File: config.mk
export PLATFORM = sky130hd
export DESIGN_NAME = period_jitter_histogram
export DESIGN_NICKNAME = d
export VERILOG_FILES = /design/src/hdl/pjh_pkg.sv /design/src/hdl/pjh_ram.sv /design/src/hdl/pjh_front.sv /design/src/hdl/pjh_hist.sv /design/src/hdl/period_jitter_histogram.sv
export SDC_FILE = /design/constraint.sdc
export NUM_CORES = 2
export LEC_CHECK = 0
export BUFFER_PORTS_ARGS = -buffer_cell sky130_fd_sc_hd__buf_2
export CORE_MARGIN = 2
export CORE_UTILIZATION = 60
export CTS_CLUSTER_SIZE = 14
export DETAILED_ROUTE_END_ITERATION = 12
export PLACE_DENSITY = 0.82
export SYNTH_ARGS = -nofsm -noshare
export SYNTH_HDL_FRONTEND = slang
export SYNTH_HIERARCHICAL = 1
export SYNTH_SLANG_ARGS = --single-unit
File: constraint.sdc
create_clock -name aclk -period 14 [get_ports aclk]
set_input_delay 1.4 -clock aclk [delete_from_list [all_inputs] [get_ports aclk]]
set_output_delay 1.4 -clock aclk [all_outputs]
set_load 0.01 [all_outputs]
File: src/hdl/pjh_pkg.sv
// Shared types and constants for the period jitter histogram.
package pjh_pkg;

    localparam int BINS_DEFAULT = 64;
    localparam int TIME_W = 32;
    localparam int JIT_W = 29;
    localparam int BIN_W = 6;
    localparam int COUNT_W = 32;
    localparam int ROUND_BIAS = 4;
    localparam int ROUND_SHIFT = 3;
    localparam logic [TIME_W-1:0] NOMINAL_RESET = 32'd80000;

    typedef enum logic {
        OP_RECORD = 1'b0,
        OP_READ   = 1'b1
    } op_t;

    typedef struct packed {
        op_t              op;
        logic [JIT_W-1:0] jitter;
        logic [BIN_W-1:0] bin;
        logic [JIT_W-1:0] max_jitter;
        logic             sel_ok;
    } pjh_res_t;

    typedef struct packed {
        logic [JIT_W-1:0]   jitter;
        logic [BIN_W-1:0]   bin;
        logic [JIT_W-1:0]   max_jitter;
        logic [COUNT_W-1:0] bin_count;
    } pjh_out_t;

endpackage

File: src/hdl/pjh_ram.sv
// Generic single-write, single-read RAM with registered read data.
module pjh_ram #(
    parameter int WIDTH = 32,
    parameter int DEPTH = 64,
    localparam int AW = $clog2(DEPTH)
) (
    input  logic             aclk,
    input  logic             we,
    input  logic [AW-1:0]    waddr,
    input  logic [WIDTH-1:0] wdata,
    input  logic             re,
    input  logic [AW-1:0]    raddr,
    output logic [WIDTH-1:0] rdata
);

    logic [WIDTH-1:0] mem [DEPTH];
    logic [WIDTH-1:0] rdata_reg;

    always_ff @(posedge aclk) begin
        if (we) begin
            mem[waddr] <= wdata;
        end
        if (re) begin
            rdata_reg <= mem[raddr];
        end
    end

    assign rdata = rdata_reg;

endmodule

File: src/hdl/pjh_front.sv
// Input register, interval deviation, rounding, bin clamp and running maximum.
module pjh_front #(
    parameter int BINS = pjh_pkg::BINS_DEFAULT,
    localparam int AW = $clog2(BINS)
) (
    input  logic                         aclk,
    input  logic                         aresetn,
    input  logic [pjh_pkg::TIME_W-1:0]   nominal_period,
    input  logic                         clearing,
    input  logic                         s_valid,
    output logic                         s_ready,
    input  pjh_pkg::op_t                 s_op,
    input  logic [pjh_pkg::TIME_W-1:0]   s_timestamp,
    input  logic [pjh_pkg::BIN_W-1:0]    s_bin_select,
    output logic                         s1_valid,
    input  logic                         s1_ready,
    output pjh_pkg::pjh_res_t            s1_res,
    output logic [AW-1:0]                s1_addr
);
    import pjh_pkg::*;

    localparam int XW = (AW > BIN_W) ? AW : BIN_W;

    logic              valid_reg, valid_next;
    op_t               op_reg;
    logic [TIME_W-1:0] ts_reg;
    logic [BIN_W-1:0]  sel_reg;
    logic [TIME_W-1:0] last_time_reg;
    logic [JIT_W-1:0]  peak_reg;

    logic [TIME_W-1:0] diff;
    logic [TIME_W-1:0] dev;
    logic [TIME_W-1:0] rnd;
    logic [JIT_W-1:0]  jit;
    logic [JIT_W-1:0]  peak_new;
    logic [AW-1:0]     rec_addr;
    logic [XW-1:0]     bin_x;
    logic [XW-1:0]     sel_x;
    logic              advance;

    assign s_ready = !clearing && (!valid_reg || s1_ready);
    assign s1_valid = valid_reg;
    assign advance = valid_reg && s1_ready;

    always_comb begin
        diff = ts_reg - last_time_reg;
        if (diff > nominal_period) begin
            dev = diff - nominal_period;
        end else begin
            dev = nominal_period - diff;
        end
        rnd = dev + TIME_W'(ROUND_BIAS);
        jit = rnd[TIME_W-1:ROUND_SHIFT];
        peak_new = (jit > peak_reg) ? jit : peak_reg;
        if (32'(jit) >= 32'(BINS)) begin
            rec_addr = AW'(BINS - 1);
        end else begin
            rec_addr = jit[AW-1:0];
        end
        bin_x = XW'(rec_addr);
        sel_x = XW'(sel_reg);

        s1_res.op = op_reg;
        unique case (op_reg)
            OP_RECORD: begin
                s1_res.jitter = jit;
                s1_res.bin = bin_x[BIN_W-1:0];
                s1_res.max_jitter = peak_new;
                s1_res.sel_ok = 1'b0;
                s1_addr = rec_addr;
            end
            OP_READ: begin
                s1_res.jitter = '0;
                s1_res.bin = '0;
                s1_res.max_jitter = peak_reg;
                s1_res.sel_ok = 32'(sel_reg) < 32'(BINS);
                s1_addr = sel_x[AW-1:0];
            end
            default: begin
                s1_res.jitter = '0;
                s1_res.bin = '0;
                s1_res.max_jitter = peak_reg;
                s1_res.sel_ok = 1'b0;
                s1_addr = '0;
            end
        endcase
    end

    always_comb begin
        if (s_valid && s_ready) begin
            valid_next = 1'b1;
        end else if (s1_ready) begin
            valid_next = 1'b0;
        end else begin
            valid_next = valid_reg;
        end
    end

    always_ff @(posedge aclk) begin
        if (!aresetn) begin
            valid_reg <= 1'b0;
            last_time_reg <= '0;
            peak_reg <= '0;
        end else begin
            valid_reg <= valid_next;
            if (advance && op_reg == OP_RECORD) begin
                last_time_reg <= ts_reg;
                peak_reg <= peak_new;
            end
        end
    end

    always_ff @(posedge aclk) begin
        if (s_valid && s_ready) begin
            op_reg <= s_op;
            ts_reg <= s_timestamp;
            sel_reg <= s_bin_select;
        end
    end

endmodule

File: src/hdl/pjh_hist.sv
// Histogram memory with clearing pass, read-modify-write, forwarding and result register.
module pjh_hist #(
    parameter int BINS = pjh_pkg::BINS_DEFAULT,
    localparam int AW = $clog2(BINS)
) (
    input  logic              aclk,
    input  logic              aresetn,
    output logic              clearing,
    input  logic              s1_valid,
    output logic              s1_ready,
    input  pjh_pkg::pjh_res_t s1_res,
    input  logic [AW-1:0]     s1_addr,
    output logic              m_valid,
    input  logic              m_ready,
    output pjh_pkg::pjh_out_t m_out
);
    import pjh_pkg::*;

    logic               clr_active_reg;
    logic [AW-1:0]      clr_addr_reg;

    logic               s2_valid_reg, s2_valid_next;
    pjh_res_t           s2_res_reg;
    logic [AW-1:0]      s2_addr_reg;
    logic               fwd_hit_reg;
    logic [COUNT_W-1:0] fwd_data_reg;

    logic               m_valid_reg, m_valid_next;
    pjh_out_t           m_out_reg;

    logic               s2_move;
    logic               s1_move;
    logic               s2_rec;
    logic [COUNT_W-1:0] rdata;
    logic [COUNT_W-1:0] cur;
    logic [COUNT_W-1:0] inc;
    logic               we;
    logic [AW-1:0]      waddr;
    logic [COUNT_W-1:0] wdata;

    assign clearing = clr_active_reg;
    assign s2_move = s2_valid_reg && (!m_valid_reg || m_ready);
    assign s1_ready = !clr_active_reg && (!s2_valid_reg || s2_move);
    assign s1_move = s1_valid && s1_ready;
    assign s2_rec = s2_res_reg.op == OP_RECORD;
    assign cur = fwd_hit_reg ? fwd_data_reg : rdata;
    assign inc = cur + COUNT_W'(1);

    always_comb begin
        if (clr_active_reg) begin
            we = 1'b1;
            waddr = clr_addr_reg;
            wdata = '0;
        end else begin
            we = s2_move && s2_rec;
            waddr = s2_addr_reg;
            wdata = inc;
        end
    end

    pjh_ram #(
        .WIDTH(COUNT_W),
        .DEPTH(BINS)
    ) u_ram (
        .aclk (aclk),
        .we   (we),
        .waddr(waddr),
        .wdata(wdata),
        .re   (s1_move),
        .raddr(s1_addr),
        .rdata(rdata)
    );

    always_comb begin
        if (s1_move) begin
            s2_valid_next = 1'b1;
        end else if (s2_move) begin
            s2_valid_next = 1'b0;
        end else begin
            s2_valid_next = s2_valid_reg;
        end
        if (s2_move) begin
            m_valid_next = 1'b1;
        end else if (m_ready) begin
            m_valid_next = 1'b0;
        end else begin
            m_valid_next = m_valid_reg;
        end
    end

    always_ff @(posedge aclk) begin
        if (!aresetn) begin
            clr_active_reg <= 1'b1;
            clr_addr_reg <= '0;
            s2_valid_reg <= 1'b0;
            m_valid_reg <= 1'b0;
        end else begin
            if (clr_active_reg) begin
                clr_addr_reg <= clr_addr_reg + AW'(1);
                if (clr_addr_reg == AW'(BINS - 1)) begin
                    clr_active_reg <= 1'b0;
                end
            end
            s2_valid_reg <= s2_valid_next;
            m_valid_reg <= m_valid_next;
        end
    end

    // The item moving into the second stage reads the memory in the same cycle that the
    // item leaving it writes back, so a matching address takes the written count instead.
    always_ff @(posedge aclk) begin
        if (s1_move) begin
            s2_res_reg <= s1_res;
            s2_addr_reg <= s1_addr;
            fwd_hit_reg <= s2_move && s2_rec && (s2_addr_reg == s1_addr);
            fwd_data_reg <= inc;
        end
        if (s2_move) begin
            m_out_reg.jitter <= s2_res_reg.jitter;
            m_out_reg.bin <= s2_res_reg.bin;
            m_out_reg.max_jitter <= s2_res_reg.max_jitter;
            if (!s2_rec && s2_res_reg.sel_ok) begin
                m_out_reg.bin_count <= cur;
            end else begin
                m_out_reg.bin_count <= '0;
            end
        end
    end

    assign m_valid = m_valid_reg;
    assign m_out = m_out_reg;

endmodule

File: src/hdl/period_jitter_histogram.sv
// Top level of the period jitter histogram.
// Each record transaction measures the interval since the previous timestamp, rounds its
// deviation from nominal_period to units of eight ticks, tracks the maximum and counts
// it into a histogram bin; each read transaction returns one bin count. One transaction
// is accepted per clock cycle while the pipeline is not stalled by the output or by the
// clearing pass. Its result passes through the input register, the registered read of
// the histogram memory and the result register. After reset the block clears the
// memory, one bin a cycle, and accepts no transaction until that clearing pass ends.
module period_jitter_histogram #(
    parameter int BINS = pjh_pkg::BINS_DEFAULT
) (
    input  logic        aclk,
    input  logic        aresetn,
    input  logic        cfg_valid,
    output logic        cfg_ready,
    input  logic [31:0] cfg_data,    // nominal_period
    input  logic        s_tvalid,
    output logic        s_tready,
    input  logic [39:0] s_tdata,     // timestamp[31:0], bin_select[37:32], zero fill
    input  logic        s_tuser,     // operation
    output logic        m_tvalid,
    input  logic        m_tready,
    output logic [95:0] m_tdata      // jitter[28:0], bin[34:29], max_jitter[63:35],
                                     // bin_count[95:64]
);
    import pjh_pkg::*;

    localparam int AW = $clog2(BINS);

    logic [TIME_W-1:0] nominal_period_reg;
    logic              clearing;
    logic              s1_valid;
    logic              s1_ready;
    pjh_res_t          s1_res;
    logic [AW-1:0]     s1_addr;
    pjh_out_t          m_out;

    assign cfg_ready = 1'b1;

    always_ff @(posedge aclk) begin
        if (!aresetn) begin
            nominal_period_reg <= NOMINAL_RESET;
        end else if (cfg_valid) begin
            nominal_period_reg <= cfg_data;
        end
    end

    pjh_front #(
        .BINS(BINS)
    ) u_front (
        .aclk          (aclk),
        .aresetn       (aresetn),
        .nominal_period(nominal_period_reg),
        .clearing      (clearing),
        .s_valid       (s_tvalid),
        .s_ready       (s_tready),
        .s_op          (op_t'(s_tuser)),
        .s_timestamp   (s_tdata[31:0]),
        .s_bin_select  (s_tdata[37:32]),
        .s1_valid      (s1_valid),
        .s1_ready      (s1_ready),
        .s1_res        (s1_res),
        .s1_addr       (s1_addr)
    );

    pjh_hist #(
        .BINS(BINS)
    ) u_hist (
        .aclk    (aclk),
        .aresetn (aresetn),
        .clearing(clearing),
        .s1_valid(s1_valid),
        .s1_ready(s1_ready),
        .s1_res  (s1_res),
        .s1_addr (s1_addr),
        .m_valid (m_tvalid),
        .m_ready (m_tready),
        .m_out   (m_out)
    );

    assign m_tdata = {m_out.bin_count, m_out.max_jitter, m_out.bin, m_out.jitter};

endmodule

=== Word level (Yosys, flattened, before mapping) ===
Memories as Yosys holds them, arrays and structs flattened. A register that Yosys moved wholly into a read port is not among the register bits.
Cells that the tools add are included.

* Register bits: 343
* Bits in writable memories: 2048
* Output and inout port bits: 99
* Word-level logic and storage cells: 75
* Memories: 1

{| class="wikitable"
|+ Memory list
! name !! words !! bits a word !! rd ports !! clocked after Yosys merged registers in !! write ports !! line !! RTL
|-
| u_hist.u_ram.mem || 64 || 32 || 1 || 1 || 1 || pjh_ram.sv:16 || <nowiki>logic [WIDTH-1:0] mem [DEPTH];</nowiki>
|}

* Add/subtract/negate cells: 6
* $lt $le $gt $ge: 3
* Equal/unequal tests: 2
* Muxes and demuxes: 19
* Bitwise logic cells: 2
* Reduce and logical (&&, ||, !) cells: 19

{| class="wikitable"
|+ Operator list
! cell !! count
|-
| case mux 65 bit (2 select lines) || 1
|-
| 2-to-1 mux 32 bit || 3
|-
| subtractor 32 bit || 3
|-
| adder 32 x 1 -> 32 bit (second input constant) || 1
|-
| adder 32 x 3 -> 32 bit (second input constant) || 1
|-
| greater-than comparator 32 bit || 1
|-
| >= comparator 29 x 7 -> 1 bit (second input constant) || 1
|-
| greater-than comparator 29 bit || 1
|-
| 2-to-1 mux 29 bit || 1
|-
| 2-to-1 mux 6 bit || 2
|-
| case mux 6 bit (2 select lines) || 1
|-
| 2-to-1 mux 1 bit || 11
|-
| logical AND 1 bit || 9
|-
| adder 6 x 1 -> 6 bit (second input constant) || 1
|-
| equality test 6 bit || 1
|-
| equality test 6 bit (second input constant) || 1
|-
| nonzero test 2 bit || 3
|-
| zero test 1 bit || 4
|-
| logical OR 1 bit || 3
|-
| inverter 1 bit || 2
|}

=== Depth between registers and ports, before layout ===
* Word-level depth: 9
* Depth in mapped cells: 50

=== Modules after synthesis ===
Netlist, hierarchy kept.

{| class="wikitable"
|+ Modules (own cells, without submodules)
! module !! instances !! cells each !! area an instance (sq um) !! seq. area each (sq um)
|-
| pjh_ram || 1 || 3324 || 78835.6 || 62459.9
|-
| pjh_front || 1 || 1309 || 10482.6 || 2412.3
|-
| pjh_hist || 1 || 520 || 8348.0 || 6216.0
|-
| period_jitter_histogram || 1 || 105 || 1242.4 || 640.6
|}

=== Worst setup path before layout ===
OpenSTA, ideal clock, no wires.

* Kind: flip-flop to flip-flop
* Start point: reg u_front.ts_reg[0]
* End point: reg u_hist.u_ram.rdata_reg[13], in the netlist u_hist/u_ram/rdata[13], read port of u_hist.u_ram.mem (data pin)
* Library setup time: 0.256 ns
* Arrival time: 10.127 ns
* Required time: 13.744 ns
* Setup slack: 3.616 ns
* Cell stages (with the launch flop): 48
* Buffers on the path: 3
* Clock period less this slack: 10.384 ns
* Cell sequence: edfxtp_1 inv_1 ha_1 inv_1 fa_1 a21o_1 a21oi_1 o21bai_1 a21oi_1 o21bai_1 a21oi_1 o2111ai_1 nand3_1 a31oi_1 a211o_1 a31o_2 o41ai_1 nor2_1 [12 not listed] ha_1 and3_1 nor4b_1 nor4b_1 nor2_1 or4b_1 or4_1 or4b_4 nor4_4 a31oi_4 a211o_1 buf_2 clkbuf_1 clkbuf_1 mux4_2 mux4_2 o22ai_1 nor2_1

* Longest elaborated chain between the ends: 7
* Elaborated cells on any way between the ends: 9
* Those cells by class: add/sub: 4; order compare: 2; mux: 3

{| class="wikitable"
|+ Ends and longest elaborated chain
! what !! line !! RTL
|-
| start, declared || pjh_front.sv:26 || <nowiki>logic [TIME_W-1:0] ts_reg;</nowiki>
|-
| start signal, assigned || pjh_front.sv:116 || <nowiki>ts_reg <= s_timestamp;</nowiki>
|-
| subtractor 32 bit * || pjh_front.sv:46 || <nowiki>diff = ts_reg - last_time_reg;</nowiki>
|-
| subtractor 32 bit, or another cell as far along || pjh_front.sv:50 || <nowiki>dev = nominal_period - diff;</nowiki>
|-
| 2-to-1 mux 32 bit * || pjh_front.sv:47 || <nowiki>if (diff > nominal_period) begin</nowiki>
|-
| adder 32 x 3 -> 32 bit * || pjh_front.sv:52 || <nowiki>rnd = dev + TIME_W'(ROUND_BIAS);</nowiki>
|-
| >= comparator 29 x 7 -> 1 bit || pjh_front.sv:55 || <nowiki>if (32'(jit) >= 32'(BINS)) begin</nowiki>
|-
| 2-to-1 mux 6 bit * || pjh_front.sv:55 ||
|-
| case mux 6 bit (2 select lines) * || pjh_front.sv:64 || <nowiki>unique case (op_reg)</nowiki>
|-
| via s1_addr[1] || period_jitter_histogram.sv:35 || <nowiki>logic [AW-1:0] s1_addr;</nowiki>
|-
| end, declared || pjh_ram.sv:17 || <nowiki>logic [WIDTH-1:0] rdata_reg;</nowiki>
|}

The timed path passes the listed nets; every way through them passes the cells marked *.
A chain may end at the register's enable or synchronous reset.

=== Worst setup path in the final report ===
* Start point: reg u_front.ts_reg[0]
* End point: reg u_hist.u_ram.rdata_reg[27], in the netlist u_hist/u_ram/rdata[27], read port of u_hist.u_ram.mem (data pin)

Same word-level chain as after synthesis.

==> summary.txt <==
Clock tree
  • Clk_lat worst skew: 870 ps
  • CTS Buf Count: 221
  • Htree depth: 4
  • CTS tree: built
  • Root Buffer: clkbuf_16
  • Clock-pin slew on the worst setup and hold paths: 70 ps
  • Longest Clk Path Bufs: 3
  • Number of clock sinks: 2,423

Cells and area
  • Footprint of the multi-input gates: 26,100 um2
  • Reg area: 71,700 um2
  • Commonest non-fill, non-tap cells in the layout: 2,320 x edfxtp_1, 544 x mux4_2, 224 x clkbuf_16, 221 x nand2_1, 205 x mux2i_1
  • Max reg flops: 2,048
  • Non-Filler Instances: 7,936
  • Nets: 5,758
  • P&R area growth vs syn: 11.7%
  • Final core utilization: 67.3%
  • Post-route cell area: 110,000 um2
  • Fill cells: 9,647
  • Most common cell after layout, fill and taps aside: edfxtp_1
  • Share of cells above drive strength 1: 23.9%

STA
  • Final Cycle Share: 95.5%
  • Layout Skew: 50.2 ps
  • Worst hold slack: 418 ps
  • Setup_tns: 0 ps
  • RSZ-0062 raised after global routing: false
  • Tmin final: 13,360 ps
  • Slew margin rel.: 5.35%
  • Max Fclk: 0.0748 GHz
  • Final Max Tran Viols: 0
  • Final Setup Violations: 0
  • Worst Tran Pin Value: 1420 ps
  • Final hold violation count: 0

GRT
  • Initial antenna violation count: 7
  • Largest net degree at the start of global routing: 123
  • Vias in the first global route: 54.5k
  • Total global routing overflow: 0
  • All-layer global routing usage: 31.3%
  • First-pass GRT wire length: 377 mm

Run
  • Max Cap Viol: 0

Pwr
  • Clk network pwr share: 41.5%
  • Internal power: 0.0113 W
  • Maximum vdd drop: 143 uV
  • Sw Pwr: 0.00304 W
  • Combinational Power Share: 3.6%
  • Sw frac: 21.1%
  • Leak: 34.9 nW
  • Seq pwr share: 54.8%
  • PwrDens: 130 nW/um2

Yosys
  • Top post-synthesis cells by area: edfxtp_1 70%, mux4_2 12%, dfxtp_1 2.1%, mux2i_1 2.1%, ha_1 1.5%
  • Simple-Gate Fraction of Synth Area: 4.39%
  • Synth Area in Compound Gates: 3.65%
  • Synth Instances: 5,258
  • FF+latch count, synth: 2,423
  • Post-synth cell types: 105
  • Area share of the largest cell type after synthesis: 70.4%
  • Adder-cell area share of the yosys netlist: 1.53%
  • Ys Warns: 6
  • Synth async-reset ratio: 0%
  • Xor/xnor share of the synthesized area: 1.10%
  • Syn Nets: 5,456
  • Prevailing post-synth register cell: edfxtp_1
  • Mux contribution to synthesized area: 14.9%
  • Largest family of logic cells by synthesized area: multiplexers
  • Seq/Total Area, Yosys: 72.5%
  • Synthesized area per cell: 18.8 um2
  • EDFF count, synth: 2,320
  • Synth area leader: edfxtp_1
  • Post-Syn Area: 98,900 um2

Drt
  • First DRT Iteration DRCs: 8,864
  • Via density: 6.88
  • ANT nets after route: 0
  • First-pass DRT Iterations: 10
  • Routed wire length: 263 mm
  • Avg WL per Cell: 33.2 um
  • Drt drc: 0
  • DR vias: 54.6k

Floorplanning
  • Die Y: 410 um
  • Ports: 177
  • Effective utilization at floorplan: 60.2%
  • Die area: 168,000 um2
  • FP Rows: 149
  • Die width: 410 um
  • Core ar.: 164,000 um2

Setup path
  • CP max-delay cell: a21oi_1
  • Crit-path most repeated cell: a21oi_1
  • Worst setup EP type: flop
  • CP arrival: 13,950 ps
  • CP Launch Type: flop
  • Max FO, Critical Path: 122
  • Crit path kind: flop to flop
  • Worst EP required: 14,580 ps
  • Max incr delay on CP: 720 ps

Worst hold path
  • HP Class: flop to flop

Run status
  • Outcome: finished, final reports clean

Placement
  • GP Congestion: 0.926
  • Dpl cells: 7,520
  • Post-placement cell area: 103,000 um2
  • Number of port buffers: 173
  • DPL Wire Length: 140 mm
==> final timing paths <==
kind / endpoint / cells past startpoint / slack (ps) / startpoint
worst min-delay path: u_hist/m_out[93] / 0 / 420 / u_hist/s2_res_reg[62]
worst min register to register: u_hist/m_out[93] / 0 / 420 / u_hist/s2_res_reg[62]
worst max register to register: u_hist/u_ram/rdata[27] / 46 / 640 / u_front/ts_reg[0]
worst max-delay path: u_hist/u_ram/rdata[27] / 46 / 640 / u_front/ts_reg[0]
==> final cells by class <==
type,instances,area share [%]
inverter,163,0.556
clock inverter,120,1.02
sequential,2423,64.9
timing repair buffer,334,2.02
clock buffer,288,5.41
multi-input combinational,2417,23.6
antenna,2,0.00453
tap,2189,2.48
==> kinds of logic (layout without fill, tap and decap cells) <==
family	Yosys count	after routing
adder cells (fa/ha/maj)	120	120
AO/OA/AOI/OAI	532	533
multiplexers	784	784
buffers and inverters	419	905
other	1	3
AND/OR/NAND/NOR	861	861
flip-flops	2423	2423
XOR/XNOR	118	118
==> synthesized netlist by cell type (56+ instances only) <==
library cell and number:
a21oi_1 161, xnor2_1 68, dfxtp_1 103, clkbuf_1 109, nor2b_1 83, nand2_1 221, nand3_1 56, inv_1 163
mux2i_1 205, edfxtp_1 2320, ha_1 119, mux4_2 544, nor2_1 246, o22ai_1 89, buf_2 78
==> power by group through the flow <==
stage,registers (W),logic (W),clock network [W]
4_1_cts,0.00789,0.000511,0.00600
3_5_place_dp,0.00804,0.000502,0
5_1_grt,0.00789,0.000548,0.00625
6_report,0.00789,0.000523,0.00597
2_1_floorplan,0.00803,0.000335,0
3_3_place_gp,0.00803,0.000491,0
==> timing repair <==
action,4_1_cts,5_1_grt
buffers inserted,0,3
resized for setup,0,5
endpoints found under the setup margin,0,17
hold buffers,0,0
==> critical path, delay by kind of cell, from the launching register on <==
family | cells | cell delay [ps]
AO/OA/AOI/OAI | 21 | 5940
XOR/XNOR | 1 | 160
adder cells (fa/ha/maj) | 4 | 1090
buffers and inverters | 4 | 440
flip-flops | 1 | 380
multiplexers | 3 | 1070
AND/OR/NAND/NOR | 13 | 3670
==> routing by layer <==
metal | vias to the layer above | global-route usage [%] | part of all wire (%)
met4 | 5 | 16.5 | 6.1
li1 | 21800 | - | -
met3 | 880 | 7.36 | 13
met2 | 4508 | 50.2 | 48
met1 | 27400 | 40.2 | 33
met5 | - | 0.316 | 0.033
==> metrics by stage <==
step	total power (W)	worst slack (ps)
CTS	0.0144	695
finish	0.0144	636
global placement	0.00853	1020
floorplan	0.00837	3620
detailed placement	0.00854	838
global route	0.0147	28.1
Power figures use the tool's default switching activity.
